--- src/design/rafu_pkg.sv ---
// Package for the running average filter unit.
// Holds the sequencer state type, the divider status bundle and fixed constants.
// No dependencies.
package rafu_pkg;

	localparam int unsigned SAMPLE_W    = 32;
	localparam int unsigned WINDOW_W    = 6;
	localparam logic [WINDOW_W-1:0] WINDOW_RESET = 6'd20;

	typedef enum logic [2:0] {
		ST_IDLE,
		ST_READ,
		ST_START,
		ST_DIV,
		ST_HOLD
	} rafu_state_t;

	typedef struct packed {
		logic busy;
		logic done;
	} rafu_div_status_t;

endpackage

--- src/design/rafu_ring.sv ---
// Sample history memory for the running average filter unit.
// One write port and one read port with registered read data; depends on nothing.
module rafu_ring #(
	parameter int unsigned DEPTH = 32,
	parameter int unsigned WIDTH = 32
) (
	input  logic                     clk,
	input  logic                     we,
	input  logic [$clog2(DEPTH)-1:0] waddr,
	input  logic [WIDTH-1:0]         wdata,
	input  logic                     re,
	input  logic [$clog2(DEPTH)-1:0] raddr,
	output logic [WIDTH-1:0]         rdata
);

	logic [WIDTH-1:0] mem_q [DEPTH];
	logic [WIDTH-1:0] rdata_q;

	always_ff @(posedge clk) begin
		if (we) begin
			mem_q[waddr] <= wdata;
		end
	end

	always_ff @(posedge clk) begin
		if (re) begin
			rdata_q <= mem_q[raddr];
		end
	end

	assign rdata = rdata_q;

endmodule

--- src/design/rafu_div.sv ---
// Serial signed-by-unsigned divider, one quotient bit per cycle.
// Truncates toward zero; uses the status bundle from rafu_pkg.
module rafu_div
	import rafu_pkg::*;
#(
	parameter int unsigned NW = 37,
	parameter int unsigned DW = 6
) (
	input  logic                  clk,
	input  logic                  arst_n,
	input  logic                  start,
	input  logic signed [NW-1:0]  dividend,
	input  logic [DW-1:0]         divisor,
	output rafu_div_status_t      status,
	output logic signed [NW-1:0]  quotient
);

	localparam int unsigned CNT_W = $clog2(NW + 1);

	logic              busy_q;
	logic              done_q;
	logic [CNT_W-1:0]  cnt_q;
	logic              neg_q;
	logic [NW-1:0]     mag_q;
	logic [DW-1:0]     rem_q;
	logic [DW-1:0]     dsr_q;
	logic [DW:0]       trial;
	logic              fits;
	logic [DW:0]       diff;

	assign trial = {rem_q, mag_q[NW-1]};
	assign fits  = trial >= {1'b0, dsr_q};
	assign diff  = trial - {1'b0, dsr_q};

	always_ff @(posedge clk or negedge arst_n) begin
		if (!arst_n) begin
			busy_q <= 1'b0;
			done_q <= 1'b0;
			cnt_q  <= '0;
		end else begin
			done_q <= 1'b0;
			if (start) begin
				busy_q <= 1'b1;
				cnt_q  <= CNT_W'(NW);
			end else if (busy_q) begin
				cnt_q <= cnt_q - 1'b1;
				if (cnt_q == CNT_W'(1)) begin
					busy_q <= 1'b0;
					done_q <= 1'b1;
				end
			end
		end
	end

	always_ff @(posedge clk) begin
		if (start) begin
			neg_q <= dividend[NW-1];
			mag_q <= dividend[NW-1] ? NW'(-dividend) : NW'(dividend);
			rem_q <= '0;
			dsr_q <= divisor;
		end else if (busy_q) begin
			rem_q <= fits ? diff[DW-1:0] : trial[DW-1:0];
			mag_q <= {mag_q[NW-2:0], fits};
		end
	end

	assign status.busy = busy_q;
	assign status.done = done_q;
	assign quotient    = neg_q ? -signed'(mag_q) : signed'(mag_q);

endmodule

--- src/design/running_average_filter_unit.sv ---
// Channel   | Beat fields | Handshake
// sample    | sample      | sample_valid / sample_stall
// average   | average     | average_valid / average_stall
// config    | window_size | window_size_we (write only)
//
// After its sample beat, a result passes through the READ, START, DIV and HOLD states, and
// the unit takes no new sample beat before it is through with the last one.
// The serial divider produces one quotient bit per cycle.
// The input stalls from acceptance until the result is loaded into the output register.
// A finished result waits in the output register while the next sample is taken.
// Reset and any window_size write clear the sum, position and fill count.
//
// Top level of the running average filter unit.
// Depends on rafu_pkg, rafu_ring and rafu_div.
module running_average_filter_unit
	import rafu_pkg::*;
#(
	parameter int unsigned MAX_WINDOW = 32
) (
	input  logic                        clk,
	input  logic                        arst_n,
	input  logic                        window_size_we,
	input  logic [WINDOW_W-1:0]         window_size,
	input  logic                        sample_valid,
	output logic                        sample_stall,
	input  logic signed [SAMPLE_W-1:0]  sample,
	output logic                        average_valid,
	input  logic                        average_stall,
	output logic signed [SAMPLE_W-1:0]  average
);

	localparam int unsigned PW = $clog2(MAX_WINDOW);
	localparam int unsigned CW = $clog2(MAX_WINDOW + 1);
	localparam int unsigned EW = (CW > WINDOW_W) ? CW : WINDOW_W;
	localparam int unsigned SW = SAMPLE_W + PW;

	rafu_state_t               state_q;
	rafu_state_t               state_d;
	logic [WINDOW_W-1:0]       window_q;
	logic signed [SW-1:0]      sum_q;
	logic [PW-1:0]             pos_q;
	logic [CW-1:0]             count_q;
	logic signed [SAMPLE_W-1:0] sample_q;
	logic                      avg_valid_q;
	logic signed [SAMPLE_W-1:0] avg_q;

	logic [EW-1:0]             win_ext;
	logic [CW-1:0]             win;
	logic                      accept;
	logic                      ring_re;
	logic                      update_en;
	logic                      div_start;
	logic                      out_free;
	logic                      out_load;
	logic [SAMPLE_W-1:0]       ring_rdata;
	logic signed [SAMPLE_W-1:0] old_val;
	logic [CW-1:0]             pos_inc;
	logic                      not_full;
	rafu_div_status_t          div_status;
	logic signed [SW-1:0]      quotient;

	always_comb begin
		win_ext = EW'(window_q);
		if (win_ext == '0) begin
			win = CW'(1);
		end else if (win_ext > EW'(MAX_WINDOW)) begin
			win = CW'(MAX_WINDOW);
		end else begin
			win = CW'(win_ext);
		end
	end

	assign accept   = sample_valid && !sample_stall;
	assign out_free = !avg_valid_q || !average_stall;
	assign not_full = count_q < win;
	assign old_val  = not_full ? '0 : signed'(ring_rdata);
	assign pos_inc  = CW'(pos_q) + CW'(1);

	always_comb begin
		state_d = state_q;
		unique case (state_q)
			ST_IDLE: begin
				if (sample_valid) begin
					state_d = ST_READ;
				end
			end
			ST_READ:  state_d = ST_START;
			ST_START: state_d = ST_DIV;
			ST_DIV: begin
				if (div_status.done) begin
					state_d = ST_HOLD;
				end
			end
			ST_HOLD: begin
				if (out_free) begin
					state_d = ST_IDLE;
				end
			end
			default: state_d = ST_IDLE;
		endcase
	end

	always_comb begin
		sample_stall = 1'b1;
		ring_re      = 1'b0;
		update_en    = 1'b0;
		div_start    = 1'b0;
		out_load     = 1'b0;
		unique case (state_q)
			ST_IDLE: begin
				sample_stall = 1'b0;
				ring_re      = 1'b1;
			end
			ST_READ:  update_en = 1'b1;
			ST_START: div_start = 1'b1;
			ST_DIV:   ;
			ST_HOLD:  out_load  = out_free;
			default:  ;
		endcase
	end

	always_ff @(posedge clk or negedge arst_n) begin
		if (!arst_n) begin
			state_q     <= ST_IDLE;
			window_q    <= WINDOW_RESET;
			sum_q       <= '0;
			pos_q       <= '0;
			count_q     <= '0;
			avg_valid_q <= 1'b0;
		end else begin
			state_q <= state_d;
			if (window_size_we) begin
				window_q <= window_size;
				sum_q    <= '0;
				pos_q    <= '0;
				count_q  <= '0;
			end else if (update_en) begin
				sum_q   <= sum_q - SW'(old_val) + SW'(sample_q);
				pos_q   <= (pos_inc >= win) ? '0 : PW'(pos_inc);
				count_q <= not_full ? count_q + CW'(1) : win;
			end
			if (out_load) begin
				avg_valid_q <= 1'b1;
			end else if (!average_stall) begin
				avg_valid_q <= 1'b0;
			end
		end
	end

	always_ff @(posedge clk) begin
		if (accept) begin
			sample_q <= sample;
		end
		if (out_load) begin
			avg_q <= quotient[SAMPLE_W-1:0];
		end
	end

	rafu_ring #(
		.DEPTH(MAX_WINDOW),
		.WIDTH(SAMPLE_W)
	) u_ring (
		.clk  (clk),
		.we   (update_en),
		.waddr(pos_q),
		.wdata(sample_q),
		.re   (ring_re),
		.raddr(pos_q),
		.rdata(ring_rdata)
	);

	rafu_div #(
		.NW(SW),
		.DW(CW)
	) u_div (
		.clk     (clk),
		.arst_n  (arst_n),
		.start   (div_start),
		.dividend(sum_q),
		.divisor (count_q),
		.status  (div_status),
		.quotient(quotient)
	);

	assign average_valid = avg_valid_q;
	assign average       = avg_q;

endmodule

--- config.mk ---
export PLATFORM = sky130hd
export DESIGN_NAME = running_average_filter_unit
export DESIGN_NICKNAME = d
export VERILOG_FILES = /design/src/design/rafu_pkg.sv /design/src/design/rafu_ring.sv /design/src/design/rafu_div.sv /design/src/design/running_average_filter_unit.sv
export SDC_FILE = /design/constraint.sdc
export NUM_CORES = 1
export LEC_CHECK = 0
export BUFFER_PORTS_ARGS = -buffer_cell sky130_fd_sc_hd__buf_2
export CORE_MARGIN = 4
export CORE_UTILIZATION = 25
export DETAILED_ROUTE_END_ITERATION = 8
export PLACE_DENSITY = 0.47
export SLEW_MARGIN = 20
export SYNTH_ARGS = -nofsm -noshare
export SYNTH_HDL_FRONTEND = slang
export SYNTH_SLANG_ARGS = --single-unit
--- constraint.sdc ---
create_clock -name clk -period 6.5 [get_ports clk]
set_clock_uncertainty 0.1 [all_clocks]
set_input_delay 0.325 -clock clk [delete_from_list [all_inputs] [get_ports clk]]
set_output_delay 0.325 -clock clk [all_outputs]
set_load 0.1 [all_outputs]
# == Word level (Yosys, flattened, before mapping) ==
# Memory sizes are Yosys's and may differ from the RTL's. A register that Yosys moved wholly into a read port is not among the register bits.
# Index checks and enable logic that the tools add are counted.
# op_classes
reduce_logical,9
eq_ne,9
n_mux,37
n_addsub,8
n_lt_le_gt_ge,4
# op_table
cell,n
two-way mux 37 bit,5
two-way mux 32 bit,2
two-way mux 6 bit,8
adder 37 x 32 -> 37 bit,1
negator 37 bit,1
subtractor 37 x 32 -> 37 bit,1
negator 32 bit,1
two-way mux 1 bit,15
two-way mux 5 bit,3
case mux 3 bit (5 select lines),1
two-way mux 3 bit,3
greater-or-equal comparator 7 x 6 -> 1 bit,1
"adder 5 x 1 -> 6 bit, second input constant",1
"adder 6 x 1 -> 6 bit, second input constant",1
"equality test 3 x 2 -> 1 bit, second input constant",2
"equality test 6 x 1 -> 1 bit, second input constant",1
greater-or-equal comparator 6 bit,1
"greater-than comparator 6 bit, second input constant",1
logical NOT 6 bit,1
< comparator 6 bit,1
"subtractor 6 x 1 -> 6 bit, second input constant",1
subtractor 6 bit,1
"!= test 2 x 1 -> 1 bit, second input constant",2
"!= test 2 bit, second input constant",2
other kinds (8),10
# totals
ff_bits,180
mem_count,1
out_inout_bits,34
inputBits,43
elab_cells,83
ram_bits,1024
# memory_table
memory,depth,word_bits,rd,rd_ports_with_merged_regs,wr,line_no,rtl
u_ring.mem_q,32,32,1,1,1,rafu_ring.sv:16,logic [WIDTH-1:0] mem_q [DEPTH];

# == Logic depth before layout (Yosys ltp) ==
# depth
word_depth,9
depth_mapped,22

# == Cells and area by module ==
# Synthesis repeated with hierarchy kept, for this count alone.
# unflattened
hier_cells,3557
hier_area_um2,53132.2
# by_module_without_submodules
module,area_each_um2,cells_per_inst,instances
rafu_ring,40805.4,2260,1
running_average_filter_unit,8064.0,840,1
rafu_div,4262.8,457,1

# == Worst setup path after synthesis ==
# No wires, ideal clock.
# synth_timing
kind,register to register
start,"register window_q[1], in the netlist win_ext[1]"
end,register sum_q[25]
setup_time_ps,68
path_stages_with_launch,20
slack_ps,1294
arrival_time_ps,5038
period_less_slack_ps,5206
n_path_buf,2
cell_sequence,dfrtp_1 -> or4_1 -> a21oi_1 -> a211o_1 -> nand4b_1 -> a21o_1 -> clkbuf_1 -> clkbuf_1 -> and2_1 -> fa_1 -> inv_1 -> ha_1 -> o21ai_0 -> o21bai_1 -> a311o_1 -> a311o_1 -> a21o_1 -> a311o_1 -> a2111o_1 -> nand3_1
# synth_between
elab_chain_len,9
elab_cells_between_ends,10
# synth_rtl
element,line_no,rtl
"start, declared",running_average_filter_unit.sv:39,logic [WINDOW_W-1:0] window_q;
"start signal, assigned",running_average_filter_unit.sv:133,window_q <= window_size;
greater-than comparator 6 bit,running_average_filter_unit.sv:66,end else if (win_ext > EW'(MAX_WINDOW)) begin
two-way mux 6 bit,running_average_filter_unit.sv:66,
two-way mux 6 bit (*),running_average_filter_unit.sv:64,if (win_ext == '0) begin
< comparator 6 bit (*),running_average_filter_unit.sv:75,assign not_full = count_q < win;
two-way mux 32 bit (*),running_average_filter_unit.sv:76,assign old_val = not_full ? '0 : signed'(ring_rdata);
subtractor 37 x 32 -> 37 bit (*),running_average_filter_unit.sv:138,sum_q <= sum_q - SW'(old_val) + SW'(sample_q);
adder 37 x 32 -> 37 bit (*),running_average_filter_unit.sv:138,
two-way mux 37 bit (*),running_average_filter_unit.sv:137,end else if (update_en) begin
two-way mux 37 bit (*),running_average_filter_unit.sv:132,if (window_size_we) begin
"end signal, assigned",running_average_filter_unit.sv:138,
"end, declared",running_average_filter_unit.sv:40,logic signed [SW-1:0] sum_q;
# Every way passes the cells marked *; elsewhere a longest branch is shown, timed or not. The select of a mux whose other input is x is not followed.
# A chain may end at the register's enable or synchronous reset.

# == Worst setup path in the final report ==
# Ends and elaborated chain as after synthesis.

==> reports/results.tsv <==
metric	value	unit
slew_violations	0	
clk_pin_slew	60	ps
synth_top_family_by_area	multiplexers	
grt_pass1_wl	204800	µm
io_buffers	76	
placed_cells	5619	
grt_use_total	0.1323	
cp.required	7090	ps
numClockSinks	1236	
criticalPathCategory	reg -> reg	
worst_slack	663.2	ps
antenna_found_initial	6	
vias	27240	
ant_nets	0	
cts_buffer_depth	3	
worstHoldPathType	in -> reg	
synth_fa_ha_area_frac	0.02978	
die_x	461.2	µm
io_pins	77	
die_y	461.2	µm
worstMarginPinSlew	1088	ps
status	completed	
synthMuxAreaShare	0.1143	
critPathLaunchType	register	
powerDensity	308.8	mW/mm²
dp_hpwl	84690	µm
fin_crit_sh	0.8980	
routed_via_density	4.597	
synthArstFlopShare	0.05340	
rsz0062_at_grt	no	
synth_flop_cell	edfxtp_1	
drive_above_1_share	0.2130	
cap_violations	0	
drc	0	
synthSimpleGateAreaFrac	0.04625	
ys_warn_count	0	
synth_compound_area_frac	0.05521	
fillers	20270	
max_freq	171.3	MHz
hold_violations	0	
grt_overflow	0	
netlist_area	0.05135	mm²
layout_common_cells	edfxtp_1 (1164), mux4_2 (256), inv_1 (173)	
die_area	0.2127	mm²
cellLeakagePower	19.48	nW
syn_nets	3045	
post-route-min-period	5837	ps
drtIter0Drc	2378	
cts-root-buf	clkbuf_16	
initial_utilization	0.2513	
preCtsSetupSlack	717.7	ps
slew_headroom	0.2732	
h-tree-depth	4	
synth_cell_type_count	74	
mostFrequentLayoutCell	edfxtp_1	
routedWlPerCell	23.89	µm
synthXorXnorAreaFrac	0.01654	
syn_area_per_cell	17.69	µm²
cts_tree	yes	
netlist_instances	2902	
final_nets	3269	
critical_path.endpoint_type	register	
synth_seq_cells	1236	
tns	0	ps
grt_max_degree	90	
worstPathMaxFanout	29	
fin_cells	5925	
clkLatencyLatePin	790	ps
ir_drop	227.2	µV
synth.yosys.seq_area_share	0.7152	
first_pass_iters	5	
core_area	0.2044	mm²
gp_congestion	0.7796	
wl	141500	µm
grt_pass1_vias	27960	
cts_made_buffers	139	
num_rows	166	
cts_setup_buffers	0	
area_delta_synth_final	18.18	%
critical_path_arrival	6430	ps
synth_edf_count	1164	
setup_viol	0	
## metal layers
layer / up-vias / track usage / routed length (µm)
li1: 11960 / - / -
met1: 14360 / 0.1925 / 65760
met2: 743 / 0.2060 / 65350
met3: 178 / 0.02323 / 7944
met4: 0 / 0.02999 / 2474
met5: - / 0 / 0
## metrics by stage
stage               hold slack, ps  utilization  power, W  instance area (µm²)
floorplan                   -70.59            -   0.01082                51350
global placement             359.4       0.2719   0.01139                55560
detailed placement           369.9       0.2725   0.01141                55700
CTS                          92.31       0.2961   0.01898                60520
global route                 126.9       0.2969   0.01959                60680
finish                       158.2       0.2969   0.01874                60690
## layout make-up
class	count	area (µm²)	share of cell area
Sequential cell	1236	36740	0.6053
Multi-Input combinational cell	1356	13750	0.2266
Clock buffer	172	3632	0.05985
Tap cell	2688	3363	0.05542
Timing Repair Buffer	218	1790	0.02950
Clock inverter	77	747.0	0.01231
Inverter	175	656.9	0.01082
Antenna cell	3	7.507	0.0001237
## synth_stat cells, drive strengths merged (24+ instances only)
cell / count / area (µm²)
a22oi: 128 / 960.9
nand4: 42 / 262.8
nor2: 79 / 296.5
ha: 63 / 788.3
nand3: 24 / 120.1
xnor2: 87 / 762.0
edfxtp: 1164 / 34950
a21oi: 72 / 360.4
and2: 38 / 237.7
inv: 174 / 653.1
dfrtp: 64 / 1602
buf: 28 / 105.1
o21ai: 97 / 485.5
clkbuf: 107 / 401.6
fa: 37 / 740.7
nand2: 167 / 626.9
mux4: 256 / 5766
## final timing paths
kind | startpoint | end | slack (ps) | depth (start not counted)
hold reg to reg | u_div.rem_q[5] | u_div.rem_q[5] | 380 | 2
setup reg to reg | win_ext[1] | sum_q[25] | 660 | 17
hold / removal | sample[2] | sample_q[2] | 160 | 2
max in group asynchronous | arst_n | pos_q[1] | 5420 | 3
setup / recovery | win_ext[1] | sum_q[25] | 660 | 17
min in group asynchronous | arst_n | pos_q[0] | 220 | 3
## sequential cells by signal (all words and copies together), names as in the netlist, 3 cells and up
name,count
average,32
u_div.rem_q,6
state_q,3
win_ext,6
pos_q,5
u_div.dsr_q,6
u_ring.mem_q,1024
u_div.cnt_q,6
count_q,6
u_div.mag_q,37
sample_q,32
sum_q,37
u_ring.rdata,32
## where the power goes
part           internal (W)  switching [W]
combinational      0.000867        0.00115
sequential          0.00895       0.000269
clock               0.00416        0.00335
total                0.0140        0.00476
## critical path, stage by stage (launching register included)
cell      delay (ps)
dfrtp_1          400
or4_1            530
a21oi_1          290
a211o_1          230
nand4b_1         100
a21o_2           400
and2_1           260
fa_1             530
inv_1             60
ha_1             300
a211oi_1         400
o21bai_1         160
a311o_1          430
a311o_1          440
a21o_1           260
a311o_1          360
a2111o_1         420
nand3_1           80
## logic make-up (layout without fill, tap and decap cells)
group,Yosys count,after routing
adders and majority gates,100,100
buffers and inverters,310,642
xor gates and xnor gates,97,97
other,0,3
and+or+nand+nor,468,468
muxes,266,266
AOI/OAI and AO/OA,425,425
DFF,1236,1236
## what timing repair did
action / in CTS / in global routing
resized for setup: 0 / 0
endpoints found under the hold margin: 150 / 0
hold buffers: 44 / 0
setup endpoints to repair: 0 / 0
(Power assumes the default switching activity.)
